### src/rtl/scrambled_sobol_point_generator_core_defines.svh
// ----------------------------------------------------------------------------
// Assertion macros for the scrambled Sobol point generator
// Shared property templates, clocked and reset-disabled.
// ----------------------------------------------------------------------------
`ifndef SCRAMBLED_SOBOL_POINT_GENERATOR_CORE_DEFINES_SVH
`define SCRAMBLED_SOBOL_POINT_GENERATOR_CORE_DEFINES_SVH

// Same-cycle implication.
`define SSOBOL_ASSERT_IMPLY(label, clk, rst_n, ante, cons, msg) \
	label: assert property (@(posedge clk) disable iff (!rst_n) (ante) |-> (cons)) \
		else $error(msg);

// Next-cycle implication.
`define SSOBOL_ASSERT_NEXT(label, clk, rst_n, ante, cons, msg) \
	label: assert property (@(posedge clk) disable iff (!rst_n) (ante) |=> (cons)) \
		else $error(msg);

`endif

### src/rtl/ssobol_pkg.sv
// ----------------------------------------------------------------------------
// Scrambled Sobol generator package
// Field widths, codes, scrambling constants and inter-module structs.
// ----------------------------------------------------------------------------
`default_nettype none

package ssobol_pkg;

	localparam int WORD_W    = 32;
	localparam int TABLE_LEN = 32;
	localparam int TBL_AW    = 5;
	localparam int DEG_W     = 5;
	localparam int POLY_W    = 17;
	localparam int IDX_W     = 5;
	localparam int INIT_W    = 18;
	localparam int MODE_W    = 2;
	localparam int STATUS_W  = 2;
	localparam int APB_W     = 32;
	localparam int PADDR_W   = 3;
	localparam int SCR_BITS  = 31;
	localparam int PROD_W    = 2 * SCR_BITS;

	localparam logic [SCR_BITS-1:0] SCR_MODULUS    = 31'd2147483647;
	localparam logic [SCR_BITS-1:0] SCR_MULTIPLIER = 31'd1583458089;

	localparam logic [MODE_W-1:0] MODE_LOAD    = 2'd0;
	localparam logic [MODE_W-1:0] MODE_RESTART = 2'd1;
	localparam logic [MODE_W-1:0] MODE_NEXT    = 2'd2;

	localparam logic [STATUS_W-1:0] STATUS_OK        = 2'd0;
	localparam logic [STATUS_W-1:0] STATUS_NOT_READY = 2'd1;
	localparam logic [STATUS_W-1:0] STATUS_EXHAUSTED = 2'd2;

	localparam logic REG_DEGREE = 1'b0;
	localparam logic REG_POLY   = 1'b1;

	typedef struct packed {
		logic [DEG_W-1:0]  degree;
		logic [POLY_W-1:0] poly_coeffs;
	} ssobol_cfg_t;

	typedef struct packed {
		logic              build_start;
		logic              load_we;
		logic [IDX_W-1:0]  load_addr;
		logic [INIT_W-1:0] load_data;
		logic              rd_en;
		logic [TBL_AW-1:0] rd_addr;
	} ssobol_tbl_req_t;

	typedef struct packed {
		logic              busy;
		logic [WORD_W-1:0] rd_data;
	} ssobol_tbl_sts_t;

	typedef struct packed {
		logic                valid;
		logic [WORD_W-1:0]   raw;
		logic [WORD_W-1:0]   number;
		logic [STATUS_W-1:0] status;
	} ssobol_push_t;

endpackage

`default_nettype wire

### src/rtl/ssobol_in_if.sv
// ----------------------------------------------------------------------------
// Request channel
// Valid/ready channel carrying load, restart and next requests.
// ----------------------------------------------------------------------------
`default_nettype none

interface ssobol_in_if import ssobol_pkg::*; ();
	logic              valid;
	logic              ready;
	logic [MODE_W-1:0] mode;
	logic [IDX_W-1:0]  init_index;
	logic [INIT_W-1:0] init_value;

	modport source (output valid, output mode, output init_index, output init_value,
		input ready);
	modport sink (input valid, input mode, input init_index, input init_value,
		output ready);
endinterface

`default_nettype wire

### src/rtl/ssobol_out_if.sv
// ----------------------------------------------------------------------------
// Result channel
// Valid/ready channel carrying scrambled points and their status.
// ----------------------------------------------------------------------------
`default_nettype none

interface ssobol_out_if import ssobol_pkg::*; ();
	logic                valid;
	logic                ready;
	logic [WORD_W-1:0]   point_value;
	logic [WORD_W-1:0]   point_number;
	logic [STATUS_W-1:0] status;

	modport source (output valid, output point_value, output point_number, output status,
		input ready);
	modport sink (input valid, input point_value, input point_number, input status,
		output ready);
endinterface

`default_nettype wire

### src/rtl/ssobol_regs.sv
// ----------------------------------------------------------------------------
// Configuration registers
// APB-style register file holding the polynomial degree and coefficients.
// ----------------------------------------------------------------------------
`default_nettype none

module ssobol_regs import ssobol_pkg::*; (
	input  wire                clk,
	input  wire                arst_n,
	input  wire                psel,
	input  wire                penable,
	input  wire                pwrite,
	input  wire  [PADDR_W-1:0] paddr,
	input  wire  [APB_W-1:0]   pwdata,
	output logic [APB_W-1:0]   prdata,
	output logic               pready,
	output ssobol_cfg_t        cfg
);

	logic [DEG_W-1:0]  degree_q;
	logic [POLY_W-1:0] poly_q;
	logic              wr_en;

	assign pready = 1'b1;
	assign wr_en  = psel && penable && pwrite && pready;

	// byte lanes below the word address are ignored
	always_ff @(posedge clk or negedge arst_n) begin
		if (!arst_n) begin
			degree_q <= '0;
			poly_q   <= '0;
		end else if (wr_en) begin
			unique case (paddr[2])
				REG_DEGREE: degree_q <= pwdata[DEG_W-1:0];
				REG_POLY:   poly_q   <= pwdata[POLY_W-1:0];
				default: ;
			endcase
		end
	end

	always_comb begin
		unique case (paddr[2])
			REG_DEGREE: prdata = {{(APB_W-DEG_W){1'b0}}, degree_q};
			REG_POLY:   prdata = {{(APB_W-POLY_W){1'b0}}, poly_q};
			default:    prdata = '0;
		endcase
	end

	assign cfg.degree      = degree_q;
	assign cfg.poly_coeffs = poly_q;

endmodule

`default_nettype wire

### src/rtl/ssobol_table.sv
// ----------------------------------------------------------------------------
// Direction table
// Initial-number and direction memories with the restart build sequencer.
// ----------------------------------------------------------------------------
`default_nettype none

module ssobol_table import ssobol_pkg::*; #(
	parameter int MAX_DEGREE = 18
) (
	input  wire             clk,
	input  wire             arst_n,
	input  ssobol_cfg_t     cfg,
	input  ssobol_tbl_req_t req,
	output ssobol_tbl_sts_t sts
);

	localparam int INIT_AW = (MAX_DEGREE > 1) ? $clog2(MAX_DEGREE) : 1;

	localparam logic [2:0] B_IDLE    = 3'd0;
	localparam logic [2:0] B_ONES    = 3'd1;
	localparam logic [2:0] B_COPY    = 3'd2;
	localparam logic [2:0] B_COPY_WR = 3'd3;
	localparam logic [2:0] B_REC_RD  = 3'd4;
	localparam logic [2:0] B_REC_WR  = 3'd5;

	localparam logic [TBL_AW-1:0] LAST_ADDR = TBL_AW'(TABLE_LEN - 1);

	logic [INIT_W-1:0] init_mem [MAX_DEGREE];
	logic [WORD_W-1:0] dir_mem [TABLE_LEN];
	logic [INIT_W-1:0] init_rdata_q;
	logic [WORD_W-1:0] dir_rdata_q;

	logic [2:0]        bstate_q;
	logic [TBL_AW-1:0] a_q;
	logic [DEG_W-1:0]  k_q;
	logic [DEG_W-1:0]  s_q;
	logic [POLY_W-1:0] poly_q;
	logic [WORD_W-1:0] acc_q;
	logic              copy_s1;
	logic [TBL_AW-1:0] a_s1;
	logic              rec_s1;
	logic [DEG_W-1:0]  k_s1;

	logic [DEG_W-1:0]  s_clamp;
	logic [DEG_W-1:0]  coef_bit;
	logic              coef;
	logic [WORD_W-1:0] acc_next;
	logic              init_re;
	logic              dir_we;
	logic [TBL_AW-1:0] dir_waddr;
	logic [WORD_W-1:0] dir_wdata;
	logic              dir_re;
	logic [TBL_AW-1:0] dir_raddr;

	assign s_clamp = (cfg.degree > MAX_DEGREE) ? DEG_W'(MAX_DEGREE) : cfg.degree;

	// coefficient for offset k sits at bit s-1-k; bits past the register read as zero
	assign coef_bit = DEG_W'(s_q - DEG_W'(1) - k_s1);
	assign coef     = (coef_bit < POLY_W) ? poly_q[coef_bit] : 1'b0;
	assign acc_next = (k_s1 == s_q) ? (dir_rdata_q ^ (dir_rdata_q >> s_q))
		: (acc_q ^ (coef ? dir_rdata_q : '0));

	assign init_re = (bstate_q == B_COPY);

	always_comb begin
		dir_we    = 1'b0;
		dir_waddr = a_q;
		dir_wdata = '0;
		if (bstate_q == B_ONES) begin
			dir_we    = 1'b1;
			dir_wdata = {1'b1, {(WORD_W-1){1'b0}}} >> a_q;
		end else if (copy_s1) begin
			dir_we    = 1'b1;
			dir_waddr = a_s1;
			dir_wdata = {{(WORD_W-INIT_W){1'b0}}, init_rdata_q} << (LAST_ADDR - a_s1);
		end else if (bstate_q == B_REC_WR && rec_s1) begin
			dir_we    = 1'b1;
			dir_wdata = acc_next;
		end
	end

	assign dir_re    = (bstate_q == B_REC_RD) || req.rd_en;
	assign dir_raddr = (bstate_q == B_REC_RD) ? TBL_AW'(a_q - k_q) : req.rd_addr;

	always_ff @(posedge clk) begin
		if (req.load_we) begin
			init_mem[req.load_addr[INIT_AW-1:0]] <= req.load_data;
		end
		if (init_re) begin
			init_rdata_q <= init_mem[a_q[INIT_AW-1:0]];
		end
	end

	always_ff @(posedge clk) begin
		if (dir_we) begin
			dir_mem[dir_waddr] <= dir_wdata;
		end
		if (dir_re) begin
			dir_rdata_q <= dir_mem[dir_raddr];
		end
	end

	always_ff @(posedge clk or negedge arst_n) begin
		if (!arst_n) begin
			bstate_q <= B_IDLE;
			a_q      <= '0;
			k_q      <= '0;
			copy_s1  <= 1'b0;
			rec_s1   <= 1'b0;
		end else begin
			copy_s1 <= 1'b0;
			rec_s1  <= 1'b0;
			unique case (bstate_q)
				B_IDLE: begin
					if (req.build_start) begin
						a_q      <= '0;
						bstate_q <= (s_clamp == '0) ? B_ONES : B_COPY;
					end
				end
				B_ONES: begin
					a_q <= TBL_AW'(a_q + TBL_AW'(1));
					if (a_q == LAST_ADDR) begin
						bstate_q <= B_IDLE;
					end
				end
				B_COPY: begin
					copy_s1 <= 1'b1;
					if (a_q == TBL_AW'(s_q - DEG_W'(1))) begin
						bstate_q <= B_COPY_WR;
					end else begin
						a_q <= TBL_AW'(a_q + TBL_AW'(1));
					end
				end
				B_COPY_WR: begin
					a_q      <= TBL_AW'(s_q);
					k_q      <= s_q;
					bstate_q <= B_REC_RD;
				end
				B_REC_RD: begin
					rec_s1 <= 1'b1;
					if (k_q == DEG_W'(1)) begin
						bstate_q <= B_REC_WR;
					end else begin
						k_q <= DEG_W'(k_q - DEG_W'(1));
					end
				end
				B_REC_WR: begin
					if (a_q == LAST_ADDR) begin
						bstate_q <= B_IDLE;
					end else begin
						a_q      <= TBL_AW'(a_q + TBL_AW'(1));
						k_q      <= s_q;
						bstate_q <= B_REC_RD;
					end
				end
				default: bstate_q <= B_IDLE;
			endcase
		end
	end

	// latch the build parameters and track the read pipeline
	always_ff @(posedge clk) begin
		if (bstate_q == B_IDLE && req.build_start) begin
			s_q    <= s_clamp;
			poly_q <= cfg.poly_coeffs;
		end
		a_s1 <= a_q;
		k_s1 <= k_q;
		if (rec_s1) begin
			acc_q <= acc_next;
		end
	end

	assign sts.busy    = (bstate_q != B_IDLE);
	assign sts.rd_data = dir_rdata_q;

endmodule

`default_nettype wire

### src/rtl/ssobol_scramble.sv
// ----------------------------------------------------------------------------
// Point scrambler
// Multiplies the top 31 bits modulo 2^31-1 and holds the result register.
// ----------------------------------------------------------------------------
`default_nettype none

module ssobol_scramble import ssobol_pkg::*; (
	input  wire                 clk,
	input  wire                 arst_n,
	input  ssobol_push_t        push,
	output logic                push_ready,
	ssobol_out_if.source        results
);

	logic                valid_s1;
	logic [PROD_W-1:0]   prod_s1;
	logic                low_s1;
	logic [WORD_W-1:0]   num_s1;
	logic [STATUS_W-1:0] status_s1;

	logic                out_valid_q;
	logic [WORD_W-1:0]   value_q;
	logic [WORD_W-1:0]   number_q;
	logic [STATUS_W-1:0] status_q;

	logic                out_free;
	logic                s1_go;
	logic [PROD_W-1:0]   prod;
	logic [SCR_BITS:0]   fold;
	logic [SCR_BITS:0]   reduced;

	assign out_free   = !out_valid_q || results.ready;
	assign s1_go      = valid_s1 && out_free;
	assign push_ready = !valid_s1 || out_free;

	assign prod = {{SCR_BITS{1'b0}}, push.raw[WORD_W-1:WORD_W-SCR_BITS]}
		* {{SCR_BITS{1'b0}}, SCR_MULTIPLIER};

	// Mersenne fold: high half plus low half stays below twice the modulus
	assign fold    = {1'b0, prod_s1[PROD_W-1:SCR_BITS]} + {1'b0, prod_s1[SCR_BITS-1:0]};
	assign reduced = (fold >= {1'b0, SCR_MODULUS}) ? (fold - {1'b0, SCR_MODULUS}) : fold;

	always_ff @(posedge clk or negedge arst_n) begin
		if (!arst_n) begin
			valid_s1    <= 1'b0;
			out_valid_q <= 1'b0;
		end else begin
			if (push.valid && push_ready) begin
				valid_s1 <= 1'b1;
			end else if (s1_go) begin
				valid_s1 <= 1'b0;
			end
			if (s1_go) begin
				out_valid_q <= 1'b1;
			end else if (results.ready) begin
				out_valid_q <= 1'b0;
			end
		end
	end

	always_ff @(posedge clk) begin
		if (push.valid && push_ready) begin
			prod_s1   <= prod;
			low_s1    <= push.raw[0];
			num_s1    <= push.number;
			status_s1 <= push.status;
		end
		if (s1_go) begin
			value_q  <= {reduced[SCR_BITS-1:0], low_s1};
			number_q <= num_s1;
			status_q <= status_s1;
		end
	end

	assign results.valid        = out_valid_q;
	assign results.point_value  = value_q;
	assign results.point_number = number_q;
	assign results.status       = status_q;

endmodule

`default_nettype wire

### src/rtl/scrambled_sobol_point_generator_core.sv
// Next request: the direction memory read is registered and XORed into the running value;
//   the point then passes the scrambler's product and result registers. No new request is
//   taken until the scrambler accepts the point. Load: no result. Restart: table build with
//   single-bit entries at degree 0, else initial numbers then the recurrence; no requests taken meanwhile.
// Reset clears control, table-ready flag, running value and point counter;
//   both memories come up unwritten and get no clearing pass.
`default_nettype none

`include "scrambled_sobol_point_generator_core_defines.svh"

module scrambled_sobol_point_generator_core import ssobol_pkg::*; #(
	parameter int MAX_DEGREE = 18
) (
	input  wire                clk,
	input  wire                arst_n,
	input  wire                psel,
	input  wire                penable,
	input  wire                pwrite,
	input  wire  [PADDR_W-1:0] paddr,
	input  wire  [APB_W-1:0]   pwdata,
	output logic [APB_W-1:0]   prdata,
	output logic               pready,
	ssobol_in_if.sink          items,
	ssobol_out_if.source       results
);

	localparam logic [1:0] ST_IDLE  = 2'd0;
	localparam logic [1:0] ST_XOR   = 2'd1;
	localparam logic [1:0] ST_BUILD = 2'd2;

	ssobol_cfg_t     cfg;
	ssobol_tbl_req_t tbl_req;
	ssobol_tbl_sts_t tbl_sts;
	ssobol_push_t    push;
	logic            push_ready;

	logic [1:0]          state_q;
	logic                table_ready_q;
	logic [WORD_W-1:0]   running_q;
	logic [WORD_W:0]     counter_q;
	logic [STATUS_W-1:0] pstat_q;
	logic                first_q;

	logic                accept;
	logic                idx_ok;
	logic [STATUS_W-1:0] next_status;
	logic [TBL_AW-1:0]   point_addr;
	logic [WORD_W-1:0]   lowest_zero;
	logic                point_ok;

	function automatic logic [TBL_AW-1:0] onehot_index(input logic [WORD_W-1:0] oh);
		logic [TBL_AW-1:0] idx;
		idx = '0;
		for (int i = 0; i < WORD_W; i++) begin
			if (oh[i]) begin
				idx = idx | TBL_AW'(i);
			end
		end
		return idx;
	endfunction

	ssobol_regs u_regs (
		.clk     (clk),
		.arst_n  (arst_n),
		.psel    (psel),
		.penable (penable),
		.pwrite  (pwrite),
		.paddr   (paddr),
		.pwdata  (pwdata),
		.prdata  (prdata),
		.pready  (pready),
		.cfg     (cfg)
	);

	ssobol_table #(.MAX_DEGREE(MAX_DEGREE)) u_table (
		.clk    (clk),
		.arst_n (arst_n),
		.cfg    (cfg),
		.req    (tbl_req),
		.sts    (tbl_sts)
	);

	ssobol_scramble u_scramble (
		.clk        (clk),
		.arst_n     (arst_n),
		.push       (push),
		.push_ready (push_ready),
		.results    (results)
	);

	assign items.ready = (state_q == ST_IDLE);
	assign accept      = items.valid && items.ready;

	assign idx_ok = (items.init_index != '0) && (items.init_index <= MAX_DEGREE);

	always_comb begin
		if (!table_ready_q) begin
			next_status = STATUS_NOT_READY;
		end else if (counter_q[WORD_W]) begin
			next_status = STATUS_EXHAUSTED;
		end else begin
			next_status = STATUS_OK;
		end
	end

	// entry picked by the lowest zero of the previous index; all ones picks the last
	assign lowest_zero = ~WORD_W'(counter_q[WORD_W-1:0] - WORD_W'(1)) & counter_q[WORD_W-1:0];
	assign point_addr  = (lowest_zero == '0) ? TBL_AW'(TABLE_LEN - 1)
		: onehot_index(lowest_zero);

	always_comb begin
		tbl_req.build_start = accept && (items.mode == MODE_RESTART);
		tbl_req.load_we     = accept && (items.mode == MODE_LOAD) && idx_ok;
		tbl_req.load_addr   = IDX_W'(items.init_index - IDX_W'(1));
		tbl_req.load_data   = items.init_value;
		tbl_req.rd_en       = accept && (items.mode == MODE_NEXT);
		tbl_req.rd_addr     = point_addr;
	end

	assign point_ok = (pstat_q == STATUS_OK);

	always_comb begin
		push.valid  = (state_q == ST_XOR);
		push.raw    = point_ok ? (running_q ^ (first_q ? '0 : tbl_sts.rd_data)) : '0;
		push.number = point_ok ? counter_q[WORD_W-1:0] : '0;
		push.status = pstat_q;
	end

	always_ff @(posedge clk or negedge arst_n) begin
		if (!arst_n) begin
			state_q       <= ST_IDLE;
			table_ready_q <= 1'b0;
			running_q     <= '0;
			counter_q     <= '0;
		end else begin
			unique case (state_q)
				ST_IDLE: begin
					if (accept && items.mode == MODE_RESTART) begin
						table_ready_q <= 1'b1;
						running_q     <= '0;
						counter_q     <= '0;
						state_q       <= ST_BUILD;
					end else if (accept && items.mode == MODE_NEXT) begin
						state_q <= ST_XOR;
					end
				end
				ST_XOR: begin
					// hold until the scrambler takes the request
					if (push_ready) begin
						if (point_ok) begin
							running_q <= push.raw;
							counter_q <= (WORD_W+1)'(counter_q + (WORD_W+1)'(1));
						end
						state_q <= ST_IDLE;
					end
				end
				ST_BUILD: begin
					if (!tbl_sts.busy) begin
						state_q <= ST_IDLE;
					end
				end
				default: state_q <= ST_IDLE;
			endcase
		end
	end

	always_ff @(posedge clk) begin
		if (accept && items.mode == MODE_NEXT) begin
			pstat_q <= next_status;
			first_q <= (counter_q == '0);
		end
	end

	`SSOBOL_ASSERT_IMPLY(a_no_accept_while_building, clk, arst_n, items.valid && items.ready, !tbl_sts.busy, "request accepted during table build")
	`SSOBOL_ASSERT_IMPLY(a_counter_cap, clk, arst_n, counter_q[WORD_W], counter_q[WORD_W-1:0] == '0, "point counter passed its limit")
	`SSOBOL_ASSERT_NEXT(a_read_data_held, clk, arst_n, state_q == ST_XOR && !push_ready, state_q == ST_XOR && $stable(tbl_sts.rd_data), "direction read data lost while stalled")
	`SSOBOL_ASSERT_IMPLY(a_error_payload_zero, clk, arst_n, results.valid && results.status != STATUS_OK, results.point_value == '0 && results.point_number == '0, "error result carries nonzero payload")

endmodule

`default_nettype wire

### src/flat_wrapper.sv
// flat-port wrapper written by rule: the top's interface ports become plain ports
module scrambled_sobol_point_generator_core_flat import ssobol_pkg::*;
#(
	parameter int MAX_DEGREE = 18
)
  (clk, arst_n, psel, penable, pwrite, paddr, pwdata, prdata, pready, items_valid, items_mode, items_init_index, items_init_value, items_ready, results_valid, results_point_value, results_point_number, results_status, results_ready);
  ssobol_in_if items_i ();
  ssobol_out_if results_i ();
  input  wire clk;
  input  wire arst_n;
  input  wire psel;
  input  wire penable;
  input  wire pwrite;
  input  wire  [PADDR_W-1:0] paddr;
  input  wire  [APB_W-1:0] pwdata;
  output logic [APB_W-1:0] prdata;
  output logic pready;
  input wire logic [$bits(items_i.valid)-1:0] items_valid;
  input wire logic [$bits(items_i.mode)-1:0] items_mode;
  input wire logic [$bits(items_i.init_index)-1:0] items_init_index;
  input wire logic [$bits(items_i.init_value)-1:0] items_init_value;
  output wire logic [$bits(items_i.ready)-1:0] items_ready;
  output wire logic [$bits(results_i.valid)-1:0] results_valid;
  output wire logic [$bits(results_i.point_value)-1:0] results_point_value;
  output wire logic [$bits(results_i.point_number)-1:0] results_point_number;
  output wire logic [$bits(results_i.status)-1:0] results_status;
  input wire logic [$bits(results_i.ready)-1:0] results_ready;
  assign items_i.valid = items_valid;
  assign items_i.mode = items_mode;
  assign items_i.init_index = items_init_index;
  assign items_i.init_value = items_init_value;
  assign items_ready = items_i.ready;
  assign results_valid = results_i.valid;
  assign results_point_value = results_i.point_value;
  assign results_point_number = results_i.point_number;
  assign results_status = results_i.status;
  assign results_i.ready = results_ready;
  scrambled_sobol_point_generator_core #(.MAX_DEGREE(MAX_DEGREE)) u_core (.clk(clk), .arst_n(arst_n), .psel(psel), .penable(penable), .pwrite(pwrite), .paddr(paddr), .pwdata(pwdata), .prdata(prdata), .pready(pready), .items(items_i), .results(results_i));
endmodule
### config.mk
export PLATFORM = sky130hd
export DESIGN_NAME = scrambled_sobol_point_generator_core_flat
export DESIGN_NICKNAME = d
export VERILOG_FILES = /design/src/rtl/ssobol_pkg.sv /design/src/rtl/ssobol_in_if.sv /design/src/rtl/ssobol_out_if.sv /design/src/rtl/ssobol_regs.sv /design/src/rtl/ssobol_table.sv /design/src/rtl/ssobol_scramble.sv /design/src/rtl/scrambled_sobol_point_generator_core.sv /design/src/flat_wrapper.sv
export VERILOG_INCLUDE_DIRS = /design/src /design/src/rtl
export SDC_FILE = /design/constraint.sdc
export NUM_CORES = 2
export LEC_CHECK = 0
export BUFFER_PORTS_ARGS = -buffer_cell sky130_fd_sc_hd__buf_2
export CAP_MARGIN = 10
export CORE_UTILIZATION = 60
export DETAILED_ROUTE_END_ITERATION = 8
export GPL_ROUTABILITY_DRIVEN = 0
export MAX_ROUTING_LAYER = met4
export PLACE_DENSITY = 0.8
export SETUP_SLACK_MARGIN = 0.1
export SYNTH_ARGS = -nofsm -noshare
export SYNTH_HDL_FRONTEND = slang
export SYNTH_HIERARCHICAL = 1
export SYNTH_SLANG_ARGS = --single-unit
### constraint.sdc
create_clock -name clk -period 10.45 [get_ports clk]
set_input_delay 1.5675 -clock clk [delete_from_list [all_inputs] [get_ports clk]]
set_output_delay 1.5675 -clock clk [all_outputs]
set_load 0.01 [all_outputs]
## After elaboration in Yosys (flattened, before gate mapping)

Memory sizes are Yosys's and may differ from the RTL's. A register that Yosys moved wholly into a read port is not among the register bits.
Index checks and enable logic that the tools add are counted.

- Register bits: 337
- Bits in writable memories: 1348
- Input bits: 67
- Output and inout port bits: 101
- Logic and storage cells: 249
- Memories kept: 2

Memory list:

| memory | words | width | read ports | clocked after memory_dff | write ports | RTL line | RTL |
|---|---|---|---|---|---|---|---|
| u_core.u_table.dir_mem | 32 | 32 | 1 | 1 | 1 | ssobol_table.sv:29 | `logic [WORD_W-1:0] dir_mem [TABLE_LEN];` |
| u_core.u_table.init_mem | 18 | 18 | 1 | 1 | 1 | ssobol_table.sv:28 | `logic [INIT_W-1:0] init_mem [MAX_DEGREE];` |

- Add/subtract/negate cells: 11
- Multipliers: 1
- $lt $le $gt $ge: 5
- Equal/unequal tests: 27
- Shifts and indexed selects: 3
- Muxes and demuxes: 128
- Bitwise logic cells: 6
- Reduce and logical (&&, ||, !) cells: 39

Operators with widths:

| kind | count |
|---|---|
| 2-to-1 mux 32 bit | 17 |
| 2-to-1 mux 33 bit | 7 |
| 2-to-1 mux 5 bit | 34 |
| case mux 32 bit (2 select lines) | 2 |
| bitwise XOR 32 bit | 3 |
| case mux 33 bit (2 select lines) | 1 |
| multiplier 31 x 31 -> 62 bit, second input constant | 1 |
| 2-to-1 mux 3 bit | 14 |
| 2-to-1 mux 17 bit | 2 |
| adder 33 x 1 -> 33 bit, second input constant | 1 |
| logical NOT 33 bit | 1 |
| adder 31 x 31 -> 32 bit | 1 |
| AND 32 bit | 1 |
| >= comparator 32 x 31 -> 1 bit, second input constant | 1 |
| logical NOT 32 bit | 1 |
| 2-to-1 mux 4 bit | 8 |
| NOT 32 bit | 1 |
| << shifter 18 x 5 -> 32 bit | 1 |
| >> shifter 32 x 5 -> 32 bit | 1 |
| >> shifter 32 x 5 -> 32 bit, first input constant | 1 |
| subtractor 32 x 1 -> 32 bit, second input constant | 1 |
| 2-to-1 mux 31 bit | 1 |
| subtractor 31 bit, second input constant | 1 |
| 2-to-1 mux 2 bit | 14 |
| 38 further kinds | 104 |

## Depth between registers and ports, before layout

- Depth in word-level cells: 36
- Mapped depth: 31
- Gate-level depth less buffers: 28

## Modules after synthesis

The synthesis kept the hierarchy.

Modules (own cells, without submodules):

| module | times used | cells an instance | area each (um^2) | seq. area each (um^2) |
|---|---|---|---|---|
| ssobol_table | 1 | 4282 | 62995.4 | 44177.4 |
| ssobol_scramble | 1 | 2388 | 25802.2 | 4944.7 |
| scrambled_sobol_point_generator_core | 1 | 597 | 4991.0 | 1791.7 |
| ssobol_regs | 1 | 84 | 1151.1 | 550.5 |

## Worst setup path before layout

No wires, ideal clock.

- Path type: reg2reg
- Start point: register u_core.pstat_q[1]
- End point: register u_core.u_scramble.prod_s1[61] (data pin)
- Library setup time: 0.266 ns
- Arrival: 8.461 ns
- Required time: 10.184 ns
- Path slack: 1.723 ns
- Cell stages (with the launch flop): 28
- Buffers on the path: 3
- Period minus slack after synthesis: 8.727 ns
- Cell sequence: edfxtp_1 -> or2_2 -> clkbuf_1 -> clkbuf_1 -> clkbuf_1 -> nor2_1 -> fa_1 -> inv_1 -> fa_1 -> inv_1 -> fa_1 -> fa_1 -> fa_1 -> fa_1 -> fa_1 -> inv_1 -> fa_1 -> inv_1 -> ha_1 -> nand4_1 -> or2_2 -> a2111oi_0 -> nor2_1 -> o21ai_0 -> o221ai_1 -> o221ai_1 -> mux2i_1 -> nand4_1

RTL lines:

| item | RTL line | RTL |
|---|---|---|
| start, declared | scrambled_sobol_point_generator_core.sv:41 | `logic [STATUS_W-1:0] pstat_q;` |
| start signal, assigned | scrambled_sobol_point_generator_core.sv:169 | `pstat_q <= next_status;` |
| end signal, assigned | ssobol_scramble.sv:63 | `prod_s1 <= prod;` |
| end, declared | ssobol_scramble.sv:16 | `logic [PROD_W-1:0] prod_s1;` |

==> impl.org <==
** Synthesis
- The cell area that synthesis handed to floorplanning was 94940 um2.
- For this run, asynchronously set or reset flops after synthesis account for 6.167%.
- Yosys synthesis warning count :: 6
- Seq/Total Area, Yosys :: between 50 and 60%
- For this run, the leading register cell type out of synthesis is edfxtp_1.
- Distinct cell type count after synthesis :: 122
- The average instance in the mapped netlist occupies 12.92 um2.
- Number of flops mapped to enable cells by yosys :: 1618
- Cell count after synthesis :: 7351
- Counting flops and latches in the post-synthesis netlist gives 1735.

** Power
- Overall power after layout :: 34890 uW
- Power spread over the standard cell area amounts to 337.7 nW/um2.
- The worst-case IR drop observed on VDD is between 0.4 and 0.5 mV.
- Relative contribution of combinational cells to total power :: 55.5%
- Summed over all nets, the switching power comes to between 15000 and 20000 uW.
- Leakage Power :: 0.03983 uW
- The internal portion of the total power is 19160 uW.
- Portion of total power attributed to sequential cells :: 26.6%
- Net switching is 45.09% of the power.
- The clock network burns 17.8% of the power.

** Cells and area
- Measured on the finished design, the core utilization comes to 65.98%.
- Final net count :: 8302
- Fill cells in the final layout number 10700.
- Leaving out fill and tap cells, the most frequent cell in the layout is edfxtp_1.
- The finished cells cover roughly 100000 um2.
- The top cell types in the final layout, fill and taps aside, are edfxtp_1 (1618), nand2_1 (773), inv_1 (595).
- Area added between synthesis and finish :: 8.809%
- Share of layout cells above drive strength 1 :: 11.68%

** Drt
- The routed design has 237.9 mm of wire.
- After detailed routing, the average wire length per cell comes to 24.88 um.
- The first routing iteration left 6477 violations.
- Residual DRC count :: 1
- The final route contains 61790 vias.
- In the routed layout, each cell is associated on average with a via count of around 6.5.
- Before antenna repair, the detailed router went through 9 iterations.
- Number of antenna-violating nets in the routed design :: 0

** STA
- Post-route clock skew :: 74.51 ps
- After layout, the minimum clock period comes to roughly 9700 ps.
- At the pin with the least slew margin, the transition time is 1238 ps.
- Across all setup checks in the final design, the least slack found is 768.0 ps.
- Final max-slew violation count :: 0
- Upper clock frequency limit :: 103.3 MHz
- Unrepaired setup endpoints after global routing :: no
- Setup violations remaining at the end of the flow were counted as 0.
- Max-Slew Margin vs Limit :: between 15 and 20%
- Post-route fraction of the period consumed by the critical path :: between 90% and 100%
- The final number of hold-violating endpoints was 0.
- Accumulated negative setup slack :: 0 ps

** Worst hold path
- The path with the worst hold slack has its endpoint at u_core/u_scramble/results.point_number[24]$_DFFE_PP_.
- Kind of path behind the tightest hold check :: flop to flop
- Start point of the worst hold path :: u_core/u_scramble/num_s1[24]$_DFFE_PP_
- Along the worst hold path, the cell count comes to 0.

** Die
- The die covers 159800 um2.
- For this configuration, the core starts out at a cell density of 60.64%.
- Die Width :: 399.8 um
- The core region is 156600 um2.
- In this run the vertical extent of the chip is 399.8 um.
- The floorplan has 145 rows.
- Number of primary I/O pins :: 168

** Place
- Place WS :: 901.2 ps
- Number of input and output port buffers inserted :: 134
- Total cell area at the placement stage :: around 100000 um2
- Detailed-placement wirelength estimate :: 146.4 mm

** Worst setup path
- Kind of start point of the critical path :: flop
- Worst setup slack for register-to-register paths :: 770 ps
- The startpoint identified for the worst register-to-register timing path is u_core/pstat_q[1]$_SDFFCE_PN0P_.
- Worst endpoint required time :: roughly 11000 ps
- The number of cells on the worst reg-to-reg path is 24.
- The critical path is of the flop to flop type.
- In this run the worst path has a maximum fanout of 43.
- Data arrives at the worst endpoint at approximately 10000 ps.
- STA classifies the critical path endpoint as a flop.
- The endpoint identified for the worst register-to-register timing path is u_core/u_scramble/prod_s1[61]$_DFFE_PP_.

** GRT
- Entering global routing, the biggest net connects around 210 pins.
- All-layer global routing usage :: a little under a third
- Remaining Overflow, GRT :: 0
- Antenna violations before repair :: 3
- The first global-routing pass estimated 357.1 mm of wire.
- The via count of the first global-routing pass is 60990.

** Clocking
- The clock passes through at most 3 buffers.
- The number of setup buffers added after CTS is 0.
- Worst-Skew Late Latency :: ~840 ps
- CTS saw 1735 sinks.
- Clock slew seen by the registers of the worst setup and hold paths :: 60 ps
- After clock tree synthesis, the repair step resized 0 gates.
- Number of buffers created by CTS :: 168
- In this run, post-CTS hold repair placed 0 buffers.
- TritonCTS clock tree :: done
- Clock Root Buffer :: clkbuf_16
- CTS built an H-tree with a depth of 4.

** Status
- The flow ran to the end, but the final reports show violations.
- The final reports fail on DRC.

** Job
- Maximum capacitance violations :: 0
-- synth_stat cells (67+ instances only) --
| cell type | number | area (um2) |
|---|---|---|
| a211oi_1 | 372 | 2793 |
| a21o_1 | 93 | 698.2 |
| a21oi_1 | 286 | 1431 |
| a311oi_1 | 133 | 1165 |
| a31oi_1 | 157 | 982.2 |
| and2_1 | 305 | 1908 |
| buf_2 | 101 | 505.5 |
| clkbuf_1 | 248 | 930.9 |
| dfrtp_1 | 107 | 2678 |
| edfxtp_1 | 1618 | 48590 |
| fa_1 | 371 | 7427 |
| ha_1 | 504 | 6306 |
| inv_1 | 596 | 2237 |
| mux4_2 | 136 | 3063 |
| nand2_1 | 773 | 2902 |
| nor2_1 | 261 | 979.7 |
| nor3_1 | 71 | 355.3 |
| o21ai_0 | 132 | 660.6 |
| xnor2_1 | 117 | 1025 |
| xor2_1 | 67 | 586.8 |
-- per-stage QoR --
step,cells,hold slack [ps]
after floorplan,7365,368.2
after global routing,9563,421.4
after CTS,9559,419.9
after global placement,9246,384.5
final,9564,418.4
after detailed placement,9246,389.4
-- area by class of cell --
type	instances	area, um2	area share (%)
repair buffers	267	1775	1.719
well taps	2058	2575	2.493
inverters	600	2257	2.185
multi-input cells	4588	39510	38.25
clock inverters	115	1306	1.264
clock buffers	198	4399	4.259
diodes	3	7.507	0.007267
flip-flops and latches	1735	51470	49.83
-- worst max-delay path: stages (launching register included) --
cell	delay, ps
edfxtp_1	390
or2_2	560
buf_4	380
nor2_1	590
inv_1	290
fa_1	610
fa_1	570
inv_1	50
fa_1	480
fa_1	460
fa_1	510
fa_1	540
inv_1	50
fa_1	580
inv_1	60
ha_1	420
nand3_1	150
or3_1	350
a2111oi_0	650
nor2_1	230
o21ai_0	340
o221ai_1	300
o221ai_1	420
mux2i_1	230
nand4_1	110
-- cell families (layout without fill, tap and decap cells) --
| kind of cell | after synthesis | count (layout) | synth area share, % |
|---|---|---|---|
| AND/OR/NAND/NOR | 1776 | 1776 | 9.179 |
| flip-flops | 1735 | 1735 | 54.21 |
| AO/OA/AOI/OAI | 1486 | 1486 | 11.22 |
| buffers and inverters | 1042 | 1180 | 4.650 |
| adder cells (fa/ha/maj) | 875 | 875 | 14.47 |
| multiplexers | 248 | 248 | 4.524 |
| XOR/XNOR | 187 | 187 | 1.749 |
| other | 2 | 19 | 0.007910 |
-- power by group through the flow --
stage	clock (uW)	sequential, uW	combinational [uW]
5_1_grt	6540	9330	21000
4_1_cts	6290	9260	19000
3_3_place_gp	0	9370	18300
2_1_floorplan	0	8890	9880
6_report	6210	9300	19400
3_5_place_dp	0	9400	18800
-- per-layer routing --
layer,GRT usage [%],wire [um],vias up
met4,14.81,12610,0
met5,-,0,-
met3,5.635,22530,819
met1,38.21,88910,30680
met2,48.16,113900,3209
li1,-,-,27090
-- how the worst max path moves through the flow --
| stage | endpoint | slack [ps] | cells past startpoint | startpoint |
|---|---|---|---|---|
| 3_3_place_gp | u_core/u_scramble/prod_s1[61]$_DFFE_PP_ | 1030 | 24 | u_core/pstat_q[1]$_SDFFCE_PN0P_ |
| 4_1_cts | u_core/u_scramble/prod_s1[61]$_DFFE_PP_ | 890 | 24 | u_core/pstat_q[1]$_SDFFCE_PN0P_ |
| 6_report | u_core/u_scramble/prod_s1[61]$_DFFE_PP_ | 770 | 24 | u_core/pstat_q[1]$_SDFFCE_PN0P_ |
| 3_5_place_dp | u_core/u_scramble/prod_s1[61]$_DFFE_PP_ | 900 | 24 | u_core/pstat_q[1]$_SDFFCE_PN0P_ |
| 5_1_grt | u_core/u_scramble/prod_s1[61]$_DFFE_PP_ | 480 | 24 | u_core/pstat_q[1]$_SDFFCE_PN0P_ |
| 2_1_floorplan | u_core/u_scramble/prod_s1[61]$_DFFE_PP_ | 1720 | 27 | u_core/pstat_q[1]$_SDFFCE_PN0P_ |
-- registers in the layout, summed over array words and instances, names as in the netlist, 2 cells and up --
signal                                  flops
u_core/u_scramble/prod_s1                  62
u_core/u_table/s_q                          5
u_core/u_table/a_s1                         5
u_core/u_scramble/results.point_value      32
u_core/u_table/k_q                          5
u_core/u_regs/poly_q                       17
u_core/u_scramble/status_s1                 2
u_core/u_table/acc_q                       32
u_core/counter_q                           33
u_core/u_table/init_rdata_q                18
u_core/u_table/k_s1                         5
u_core/u_table/poly_q                      17
u_core/u_scramble/results.point_number     32
u_core/u_table/init_mem                   324
u_core/pstat_q                              2
u_core/u_scramble/num_s1                   32
u_core/u_table/dir_mem                   1024
u_core/state_q                              2
u_core/running_q                           32
u_core/u_table/dir_rdata_q                 32
u_core/u_scramble/results.status            2
u_core/u_table/bstate_q                     3
u_core/u_regs/degree_q                      5
u_core/u_table/a_q                          5
(Power assumes the default switching activity.)
